`src/hw/rtl/rbd_pkg.sv`:
```
// Shared types, constants and channel arithmetic for the 2x2 RGBA downsampler.
package rbd_pkg;

  localparam int CHAN_BITS         = 8;
  localparam int SUM_BITS          = CHAN_BITS + 1;
  localparam int SRC_WIDTH_BITS    = 10;
  localparam int MAX_WIDTH_DEFAULT = 512;

  localparam logic [SRC_WIDTH_BITS-1:0] SRC_WIDTH_RESET = SRC_WIDTH_BITS'(512);

  // Register index codes, taken from byte address bit 2.
  localparam logic [0:0] REG_SOURCE_WIDTH = 1'b0;

  typedef struct packed {
    logic [CHAN_BITS-1:0] alpha;
    logic [CHAN_BITS-1:0] blue;
    logic [CHAN_BITS-1:0] green;
    logic [CHAN_BITS-1:0] red;
  } pixel_t;

  typedef struct packed {
    logic [SUM_BITS-1:0] alpha;
    logic [SUM_BITS-1:0] blue;
    logic [SUM_BITS-1:0] green;
    logic [SUM_BITS-1:0] red;
  } pair_sum_t;

  typedef struct packed {
    logic      valid;
    logic      row_end;
    pair_sum_t sums;
  } pair_word_t;

  function automatic pair_sum_t pair_add(pixel_t a, pixel_t b);
    pair_sum_t s;
    s.red   = SUM_BITS'(a.red)   + SUM_BITS'(b.red);
    s.green = SUM_BITS'(a.green) + SUM_BITS'(b.green);
    s.blue  = SUM_BITS'(a.blue)  + SUM_BITS'(b.blue);
    s.alpha = SUM_BITS'(a.alpha) + SUM_BITS'(b.alpha);
    return s;
  endfunction

  function automatic logic [CHAN_BITS-1:0] quad_avg(logic [SUM_BITS-1:0] lo,
                                                    logic [SUM_BITS-1:0] hi);
    logic [SUM_BITS:0] t;
    t = (SUM_BITS+1)'(lo) + (SUM_BITS+1)'(hi);
    return t[SUM_BITS:2];
  endfunction

  function automatic pixel_t block_avg(pair_sum_t lo, pair_sum_t hi);
    pixel_t p;
    p.red   = quad_avg(lo.red,   hi.red);
    p.green = quad_avg(lo.green, hi.green);
    p.blue  = quad_avg(lo.blue,  hi.blue);
    p.alpha = quad_avg(lo.alpha, hi.alpha);
    return p;
  endfunction

endpackage

```
`src/hw/rtl/rbd_avg_stage.sv`:
```
// Output stage: adds the pair sum from the line above and registers the averaged word.
module rbd_avg_stage (
  input  logic                clk,
  input  logic                rst,
  input  rbd_pkg::pair_word_t s1,
  input  rbd_pkg::pair_sum_t  above,
  output logic                s1_take,
  output logic                mip_valid,
  input  logic                mip_stall,
  output rbd_pkg::pixel_t     mip_pixel,
  output logic                row_end
);
  import rbd_pkg::*;

  assign s1_take = !mip_valid || !mip_stall;

  always_ff @(posedge clk) begin
    if (rst) begin
      mip_valid <= 1'b0;
    end else if (s1_take) begin
      mip_valid <= s1.valid;
    end
  end

  always_ff @(posedge clk) begin
    if (s1_take && s1.valid) begin
      mip_pixel <= block_avg(s1.sums, above);
      row_end   <= s1.row_end;
    end
  end

endmodule

```
`config.mk`:
```
export PLATFORM = sky130hd
export DESIGN_NAME = rbd_avg_stage
export DESIGN_NICKNAME = d
export VERILOG_FILES = /design/src/hw/rtl/rbd_pkg.sv /design/src/hw/rtl/rbd_avg_stage.sv
export SDC_FILE = /design/constraint.sdc
export NUM_CORES = 1
export LEC_CHECK = 0
export BUFFER_PORTS_ARGS = -buffer_cell sky130_fd_sc_hd__clkbuf_2
export CAP_MARGIN = 40
export CORE_ASPECT_RATIO = 0.9
export CORE_MARGIN = 2
export CORE_UTILIZATION = 45
export DETAILED_ROUTE_END_ITERATION = 10
export HOLD_SLACK_MARGIN = 0.12
export PLACE_DENSITY = 0.81
export SLEW_MARGIN = 20
export SYNTH_ARGS = -nofsm -noshare
export SYNTH_HDL_FRONTEND = slang
export SYNTH_SLANG_ARGS = --single-unit
```
`constraint.sdc`:
```
create_clock -name clk -period 3.48 [get_ports clk]
set_input_delay 0.522 -clock clk [delete_from_list [all_inputs] [get_ports clk]]
set_output_delay 0.522 -clock clk [all_outputs]
set_load 0.05 [all_outputs]
```
==> impl_metrics.toml <==
[run_status]
outcome = "completed"

[clock_network]
h-tree-depth = 2
cts_resized = 0
cts.sinks = 34
clk_pin_slew_ns = 0.07
cts_root_buf = "clkbuf_8"
cts_tree = "done"
ctsHoldBuffers = 0
clock_latency_ns = 0.27
cts_buffer_depth = 2
cts_buffers = 5
postCtsSetupBuffers = 0

[timing]
rsz0062_at_grt = "no"
clock-skew-final_ns = 0.00842
finalSetupViolCount = 0
slew_headroom = 0.734
worst_pin_slew_ns = 0.399
fin_crit_ns = 1.84
fin_hold_ws_ns = 0.407
setup-tns-final_ns = 0
finalHoldViolCount = 0
finalCritPeriodShare = 0.528
drv_slew = 0
clock.fmax_ghz = 0.544

[flow_run]
drv_cap = 0

[cells_and_area]
area_growth_syn_to_layout_pct = 33.1
fill_cells = 413
fin_cells = 364
fin_nets = 407
num_antenna_cells = 0
multi_input_area_sq_mm = 0.00117
seqCellArea_sq_mm = 0.00101
drive_above_1_share = 0.411

[logic_synthesis]
synth.area.top_cells = "edfxtp_1 45%, ha_1 18%, xnor2_1 6.4%"
syn_inst = 179
synth_ff_type = "edfxtp_1"
async_reset_ff_frac = 0
ys_ff_latch = 34
ys_top_cells_by_count = "33 x edfxtp_1, 32 x ha_1, 16 x xnor2_1"
yosysTopAreaCell = "edfxtp_1"
synth_most_common_cell = "edfxtp_1"
synth_edf_count = 33
yosysSeqAreaShare = 0.461
syn-cell-area_sq_mm = 0.00219
avgSynthCellArea_sq_um = 12.2
syn-num-nets = 288
yosys.area.top_type_share = 0.452
yosys_warnings = 0
synth_cell_types = 29

[pwr]
p_int_mw = 0.816
combPwrFrac = 0.377
pwr-share-seq = 0.418
p_leak_nw = 1.45
peakVddDrop_uv = 245
p_total_mw = 1.27
switching_power_mw = 0.457
sw_frac_of_total = 0.359
pwr-share-clk = 0.205
cellPowerDensity_mw_per_mm2 = 437

[routing]
initialDrtViolationCount = 40
drc_errors = 0
via_count = 1831
drt-total-wl_microns = 4350
postRouteAntennaNets = 0
drt_first_pass_iters = 4
via_per_inst = 5.03
post_drt_wl_per_cell_microns = 11.9

[global_route]
grtUsageTotal = 0.165
grt_overflow = 0
grt_pass1_wl_microns = 7110
grt_max_degree = 34
grt_pass1_vias = 1722
antenna_found_initial = 0

[placement]
dp_hpwl_microns = 3670
placedCellCount = 356
port_buffers = 111
place.gp.congestion = 0.781

[hold_path]
hp-class = "primary input to flip-flop"

[worst_setup_path]
ff2ff_setup_slack_ns = 2.23
worst-path-max-fanout = 5
crit_start = "s1[5]"
reg2reg_to = "mip_pixel[23]$_DFFE_PP_"
critPathLaunchType = "primary input"
crit_type = "primary input to flip-flop"
reg2reg_from = "mip_valid$_SDFFE_PP0N_"
r2r.worst_path.cells = 3
endpoint = "mip_pixel[7]$_DFFE_PP_"
cp.arrival_ns = 1.87
cp-end-kind = "flip-flop"
cp.required_ns = 3.52

[floorplanning]
die_area_sq_mm = 0.00544
die_h_microns = 70.2
io_pins = 112
initial_utilization = 0.459
core_sq_mm = 0.00477
fp.dieW_microns = 77.6
num_rows = 24
critical path: stages:
cell	delay [ns]
clkbuf_2	0.08
ha_1	0.35
and3_1	0.22
a22o_1	0.22
a211o_1	0.30
a21o_1	0.18
placed cells by master (no fill, tap or decap), drive strengths merged, types with 6 or more instances in the layout:
cell type    n
clkbuf     116
edfxtp      33
ha          32
xnor2       16
a21oi       15
a21o        12
nor2        12
nand2        8
xor2         7
and3         6
per-layer routing:
layer / routed length, microns / global-route usage / up-vias
met4: 75 / 0.0595 / 0
met1: 1790 / 0.182 / 824
li1: - / - / 938
met3: 258 / 0.0504 / 8
met5: 0 / 0 / -
met2: 2230 / 0.297 / 61
kinds of logic after synthesis:
logic type / after synthesis / synth area share
and+or+nand+nor: 37 / 0.0879
xor gates and xnor gates: 23 / 0.0919
DFF: 34 / 0.461
buffers and inverters: 3 / 0.00514
adders and majority gates: 32 / 0.183
AOI/OAI and AO/OA: 50 / 0.171
per-stage QoR:
stage | utilization | instance area (sq um) | setup slack [ns]
floorplan | - | 2190 | 1.27
global placement | 0.594 | 2840 | 1.37
detailed placement | 0.594 | 2840 | 1.35
CTS | 0.611 | 2920 | 1.65
global route | 0.611 | 2920 | 1.59
finish | 0.611 | 2920 | 1.64
area by class of cell:
cell class | instances | share of cell area
Multi-Input combinational cell | 142 | 0.401
Sequential cell | 34 | 0.347
Timing Repair Buffer | 112 | 0.193
Tap cell | 65 | 0.0279
Clock buffer | 5 | 0.0236
Clock inverter | 3 | 0.00386
Inverter | 3 | 0.00386
how the worst min path moves through the flow:
| stage | start | to | slack (ns) | cells after the start |
|---|---|---|---|---|
| 2_1_floorplan | rst | mip_valid$_SDFFE_PP0N_ | 0.59 | 1 |
| 3_3_place_gp | mip_valid$_SDFFE_PP0N_ | mip_valid$_SDFFE_PP0N_ | 0.49 | 2 |
| 3_5_place_dp | mip_valid$_SDFFE_PP0N_ | mip_valid$_SDFFE_PP0N_ | 0.50 | 2 |
| 4_1_cts | rst | mip_valid$_SDFFE_PP0N_ | 0.40 | 2 |
| 5_1_grt | rst | mip_valid$_SDFFE_PP0N_ | 0.40 | 2 |
| 6_report | rst | mip_valid$_SDFFE_PP0N_ | 0.41 | 2 |
power by group through the flow:
stage | combinational [mW] | sequential, mW | clock (mW)
after floorplan | 0.189 | 0.710 | 0
after global placement | 0.474 | 0.539 | 0
after detailed placement | 0.483 | 0.541 | 0
after CTS | 0.485 | 0.532 | 0.270
after global routing | 0.520 | 0.536 | 0.288
final | 0.480 | 0.532 | 0.261
registers in the layout, summed over array words and instances, names as in the netlist:
name       flops
row_end        1
mip_pixel     32
mip_valid      1
No activity file was read; power rests on OpenSTA's default activity.
