<file path="src/hw/rtl/rbd_pkg.sv">
// Shared types, constants and channel arithmetic for the 2x2 RGBA downsampler.
package rbd_pkg;

  localparam int CHAN_BITS         = 8;
  localparam int SUM_BITS          = CHAN_BITS + 1;
  localparam int SRC_WIDTH_BITS    = 10;
  localparam int MAX_WIDTH_DEFAULT = 512;

  localparam logic [SRC_WIDTH_BITS-1:0] SRC_WIDTH_RESET = SRC_WIDTH_BITS'(512);

  // Register index codes, taken from byte address bit 2.
  localparam logic [0:0] REG_SOURCE_WIDTH = 1'b0;

  typedef struct packed {
    logic [CHAN_BITS-1:0] alpha;
    logic [CHAN_BITS-1:0] blue;
    logic [CHAN_BITS-1:0] green;
    logic [CHAN_BITS-1:0] red;
  } pixel_t;

  typedef struct packed {
    logic [SUM_BITS-1:0] alpha;
    logic [SUM_BITS-1:0] blue;
    logic [SUM_BITS-1:0] green;
    logic [SUM_BITS-1:0] red;
  } pair_sum_t;

  typedef struct packed {
    logic      valid;
    logic      row_end;
    pair_sum_t sums;
  } pair_word_t;

  function automatic pair_sum_t pair_add(pixel_t a, pixel_t b);
    pair_sum_t s;
    s.red   = SUM_BITS'(a.red)   + SUM_BITS'(b.red);
    s.green = SUM_BITS'(a.green) + SUM_BITS'(b.green);
    s.blue  = SUM_BITS'(a.blue)  + SUM_BITS'(b.blue);
    s.alpha = SUM_BITS'(a.alpha) + SUM_BITS'(b.alpha);
    return s;
  endfunction

  function automatic logic [CHAN_BITS-1:0] quad_avg(logic [SUM_BITS-1:0] lo,
                                                    logic [SUM_BITS-1:0] hi);
    logic [SUM_BITS:0] t;
    t = (SUM_BITS+1)'(lo) + (SUM_BITS+1)'(hi);
    return t[SUM_BITS:2];
  endfunction

  function automatic pixel_t block_avg(pair_sum_t lo, pair_sum_t hi);
    pixel_t p;
    p.red   = quad_avg(lo.red,   hi.red);
    p.green = quad_avg(lo.green, hi.green);
    p.blue  = quad_avg(lo.blue,  hi.blue);
    p.alpha = quad_avg(lo.alpha, hi.alpha);
    return p;
  endfunction

endpackage

</file>
<file path="src/hw/rtl/rbd_pair_stage.sv">
// Input stage: column and row tracking, held left pixel, pair sums and line store access.
module rbd_pair_stage #(
  parameter int MAX_WIDTH = rbd_pkg::MAX_WIDTH_DEFAULT,
  localparam int AW = (MAX_WIDTH > 3) ? $clog2(MAX_WIDTH) - 1 : 1
) (
  input  logic                               clk,
  input  logic                               rst,
  input  logic [rbd_pkg::SRC_WIDTH_BITS-1:0] source_width,
  input  logic                               pix_valid,
  output logic                               pix_stall,
  input  rbd_pkg::pixel_t                    pixel,
  input  logic                               s1_take,
  output rbd_pkg::pair_word_t                s1,
  output logic                               row_odd,
  output logic                               wr_en,
  output logic [AW-1:0]                      wr_addr,
  output rbd_pkg::pair_sum_t                 wr_data,
  output logic                               rd_en,
  output logic [AW-1:0]                      rd_addr
);
  import rbd_pkg::*;

  localparam int CW = (MAX_WIDTH > 2) ? $clog2(MAX_WIDTH) : 1;
  localparam int WW = (CW + 1 > SRC_WIDTH_BITS) ? CW + 1 : SRC_WIDTH_BITS;
  localparam logic [WW-1:0] WIDTH_CAP = WW'(MAX_WIDTH - (MAX_WIDTH % 2));

  logic [CW-1:0] col;
  logic [CW-1:0] col_next;
  logic [CW-1:0] col_half;
  logic          odd_row;
  pixel_t        held;
  logic          s1_valid;
  logic          s1_row_end;
  pair_sum_t     s1_sums;
  logic [WW-1:0] width_eff;
  logic [WW-1:0] col_plus;
  logic          row_last;
  logic          accept;
  pair_sum_t     sums;

  // Even width with saturation at the line capacity; zero means two.
  always_comb begin
    width_eff = WW'({source_width[SRC_WIDTH_BITS-1:1], 1'b0});
    if (width_eff > WIDTH_CAP) begin
      width_eff = WIDTH_CAP;
    end
    if (width_eff == '0) begin
      width_eff = WW'(2);
    end
  end

  assign col_plus  = WW'(col) + WW'(1);
  assign row_last  = (col_plus >= width_eff);
  assign col_next  = row_last ? '0 : col_plus[CW-1:0];
  assign col_half  = col >> 1;
  assign pix_stall = s1_valid && !s1_take;
  assign accept    = pix_valid && !pix_stall;
  assign sums      = pair_add(held, pixel);

  assign wr_en   = accept && col[0] && !odd_row;
  assign wr_addr = col_half[AW-1:0];
  assign wr_data = sums;
  assign rd_en   = accept && !col[0] && odd_row;
  assign rd_addr = col_half[AW-1:0];

  assign row_odd    = odd_row;
  assign s1.valid   = s1_valid;
  assign s1.row_end = s1_row_end;
  assign s1.sums    = s1_sums;

  always_ff @(posedge clk) begin
    if (rst) begin
      col      <= '0;
      odd_row  <= 1'b0;
      s1_valid <= 1'b0;
    end else begin
      if (accept) begin
        col      <= col_next;
        odd_row  <= odd_row ^ row_last;
        s1_valid <= col[0] && odd_row;
      end else if (s1_take) begin
        s1_valid <= 1'b0;
      end
    end
  end

  always_ff @(posedge clk) begin
    if (accept && !col[0]) begin
      held <= pixel;
    end
    if (accept && col[0]) begin
      s1_sums    <= sums;
      s1_row_end <= row_last;
    end
  end

endmodule

</file>
<file path="config.mk">
export PLATFORM = sky130hd
export DESIGN_NAME = rbd_pair_stage
export DESIGN_NICKNAME = d
export VERILOG_FILES = /design/src/hw/rtl/rbd_pkg.sv /design/src/hw/rtl/rbd_pair_stage.sv
export SDC_FILE = /design/constraint.sdc
export NUM_CORES = 1
export LEC_CHECK = 0
export BUFFER_PORTS_ARGS = -buffer_cell sky130_fd_sc_hd__buf_2
export CORE_UTILIZATION = 55
export CTS_CLUSTER_DIAMETER = 30
export DETAILED_ROUTE_END_ITERATION = 10
export PLACE_DENSITY_LB_ADDON = 0.2
export SLEW_MARGIN = 20
export SYNTH_ARGS = -nofsm -noshare
export SYNTH_HDL_FRONTEND = slang
export SYNTH_SLANG_ARGS = --single-unit
</file>
<file path="constraint.sdc">
create_clock -name clk -period 6.7 [get_ports clk]
set_clock_uncertainty 0.05 [all_clocks]
set_input_delay 2.01 -clock clk [delete_from_list [all_inputs] [get_ports clk]]
set_output_delay 2.01 -clock clk [all_outputs]
set_load 0.05 [all_outputs]
</file>
==> results.py <==
metrics = {
    "status": {
        "status": "complete, no violations",
    },
    "placed_design": {
        "dpl.cell_count": 589,
        "place_area_sq_mm": 0.00498,
        "io_buffers": 138,
        "gp_congestion": 0.806,
        "hpwl_mm": 6.29,
    },
    "routing": {
        "post_drt_wl_per_cell_um": 13.9,
        "wl_mm": 8.46,
        "drtIter0Drc": 116,
        "drtPass1Iterations": 4,
        "vias": 3176,
        "ant_nets": 0,
        "routed_via_density": 5.23,
        "drc": 0,
    },
    "power": {
        "ir_drop_v": 0.000167,
        "powerDensity_mw_per_mm2": 273,
        "power_w": 0.00143,
        "leakagePower_nw": 2.37,
    },
    "die": {
        "die_area_sq_mm": 0.00818,
        "io_pins": 140,
        "fp-row-count": 31,
        "die_x_um": 90.4,
        "core_region_area_sq_mm": 0.00741,
        "die_h_um": 90.4,
        "start_util": 0.580,
    },
    "clocking": {
        "cts_hold_buf": 0,
        "postCtsSetupBuffers": 0,
        "cts_root_buffer": "clkbuf_8",
        "cts_buffer_depth": 2,
        "path_clk_slew_ps": 80,
        "cts_tree": "built",
        "cts_made_buffers": 9,
        "htreeDepth": 3,
        "cts.sinks": 80,
        "cts-resized-gates": 0,
        "clock_latency_ps": 340,
    },
    "worst_hold_path": {
        "min_path_type": "register to register",
        "min_to": "col[1]",
        "min_path_cells": 2,
        "min-delay-start": "col[1]",
    },
    "sta": {
        "final-setup-viol-count": 0,
        "setup_tns_ps": 0,
        "worstMarginPinSlew_ps": 968,
        "finalHoldViolCount": 0,
        "min_period_over_period": 0.931,
        "slew_viol_final": 0,
        "max_clock_freq_mhz": 160,
        "period_needed_ps": 6240,
        "slew_headroom": 0.353,
        "grt_setup_unrepaired": "false",
    },
    "synthesis": {
        "syn_area_sq_mm": 0.00430,
        "synth_cell_types": 42,
        "ys_seq_elements": 80,
        "synth_edf_count": 69,
        "yosys_warnings": 0,
        "synth_flop_cell": "edfxtp_1",
        "synth_fp_nets": 467,
        "ys_async_sr_fraction": 0,
        "ys_seq_area_frac": 0.533,
        "synth_area_per_cell_sq_um": 11.5,
        "synthCells": 375,
    },
    "finish": {
        "post-route-util": 0.707,
        "fill_cells": 554,
        "final_area_sq_mm": 0.00524,
        "layout.nets": 594,
        "drive_gt1_frac": 0.316,
        "syn_to_final_growth_pct": 21.9,
        "layout.cells.non_filler": 607,
    },
    "critical_path": {
        "path_cells": "buf_2, ha_1, inv_1, fa_1, nor2b_1, o21ai_0, a21boi_0, o21ai_0, a21boi_0, buf_2",
        "r2r-end": "col[6]",
        "cp_slowest_cell": "a21boi_0",
        "start_kind": "primary input",
        "regToRegStartpoint": "col[0]",
        "worst_ep_required_time_ps": 4640,
        "slowest_delay_ps": 470,
        "worst-path-max-fanout": 3,
        "criticalPathCategory": "primary input to output pin",
        "r2r_cells": 12,
        "critPathCaptureType": "output pin",
        "cp_data_arrival_time_ps": 4180,
        "reg2reg_slack_ps": 3160,
    },
    "global_route": {
        "grt_pass1_vias": 3134,
        "antenna_found_initial": 1,
        "grt_max_degree": 39,
        "grt_pass1_wl_mm": 14.3,
        "gr-total-overflow": 0,
        "gr-usage-all-layers": 0.221,
    },
    "flow_run": {
        "maxCapViolCount": 0,
    },
}
==> where the power goes <==
part,internal (W),switching (W),total (W),leakage (nW)
clock,0.000249,0.000174,0.000423,0.118
sequential,0.000581,0.00000876,0.000589,0.736
combinational,0.000104,0.000313,0.000417,1.52
==> layout make-up <==
class | instances | area, sq um | share of cell area
Clock buffer | 11 | 131 | 0.0251
Tap cell | 99 | 124 | 0.0236
Inverter | 34 | 128 | 0.0243
Multi-Input combinational cell | 238 | 1740 | 0.332
Sequential cell | 80 | 2290 | 0.437
Antenna cell | 1 | 2.50 | 0.000477
Clock inverter | 5 | 104 | 0.0198
Timing Repair Buffer | 139 | 718 | 0.137
==> synth_stat cells (2+ instances only) <==
cell type	instances	share of area
a21boi_0	8	0.014
edfxtp_1	69	0.48
a21oi_1	22	0.026
nor3b_1	2	0.0035
inv_1	32	0.028
nand2_1	25	0.022
o211ai_1	4	0.0070
nor3_1	3	0.0035
fa_1	4	0.019
nor4_1	2	0.0029
dfxtp_1	11	0.051
and3_1	5	0.0073
nor2b_1	5	0.0073
nand3_1	7	0.0081
xor2_1	12	0.024
o21ai_0	18	0.021
o31ai_1	4	0.0070
clkbuf_1	5	0.0044
xnor2_1	11	0.022
a211oi_1	2	0.0035
ha_1	42	0.12
nand4b_1	3	0.0061
nor4b_1	2	0.0041
buf_4	18	0.031
o21a_1	8	0.014
nor2_1	35	0.031
==> stage by stage <==
stage | hold WS, ps | setup slack, ps
floorplan | 421 | 334
global placement | 441 | 674
detailed placement | 453 | 540
CTS | 485 | 437
global route | 515 | 225
finish | 482 | 460
==> critical path: cells and delay by family <==
family	cells	cell delay (ps)
buf+inv	3	460
compound gates	4	1010
simple gates	1	130
fa+ha+maj	2	570
==> layer usage <==
layer	vias up	routed length (um)	track usage
met2	97	4120	0.374
met3	7	448	0.0429
met5	-	0	0
met1	1492	3800	0.279
li1	1580	-	-
met4	0	88	0.0874
==> cells by family (layout without fill, tap and decap cells) <==
group           count (synthesis)  in the layout  synth area share
xor+xnor                       23             23            0.0468
flops                          80             80             0.533
fa+ha+maj                      46             46             0.141
simple gates                   96             96             0.106
buf+inv                        57            189            0.0655
compound gates                 73             73             0.108
other cells                     0              1                 0
==> sequential cells by signal, indices dropped and copies added, names as in the netlist <==
register,cells
col,9
s1_valid,1
s1_row_end,1
row_odd,1
s1,36
held,32
==> cells in the final DEF, fill, tap and decap left out, types with 9 or more instances in the layout <==
master	netlist	final
inv_1	32	32
nand2_1	25	25
buf_2	0	138
nor2_1	35	33
a21oi_1	22	22
o21ai_0	18	18
xnor2_1	11	11
dfxtp_1	11	11
edfxtp_1	69	69
clkbuf_8	0	9
ha_1	42	42
xor2_1	12	12
==> how the worst max path moves through the flow <==
stage                   start           to
finish               pixel[8]  wr_data[15]
global route         pixel[8]  wr_data[15]
CTS                  pixel[8]  wr_data[15]
detailed placement   pixel[8]  wr_data[15]
global placement    pixel[24]  wr_data[33]
floorplan            pixel[0]   wr_data[6]
No activity file was read; power rests on OpenSTA's default activity.
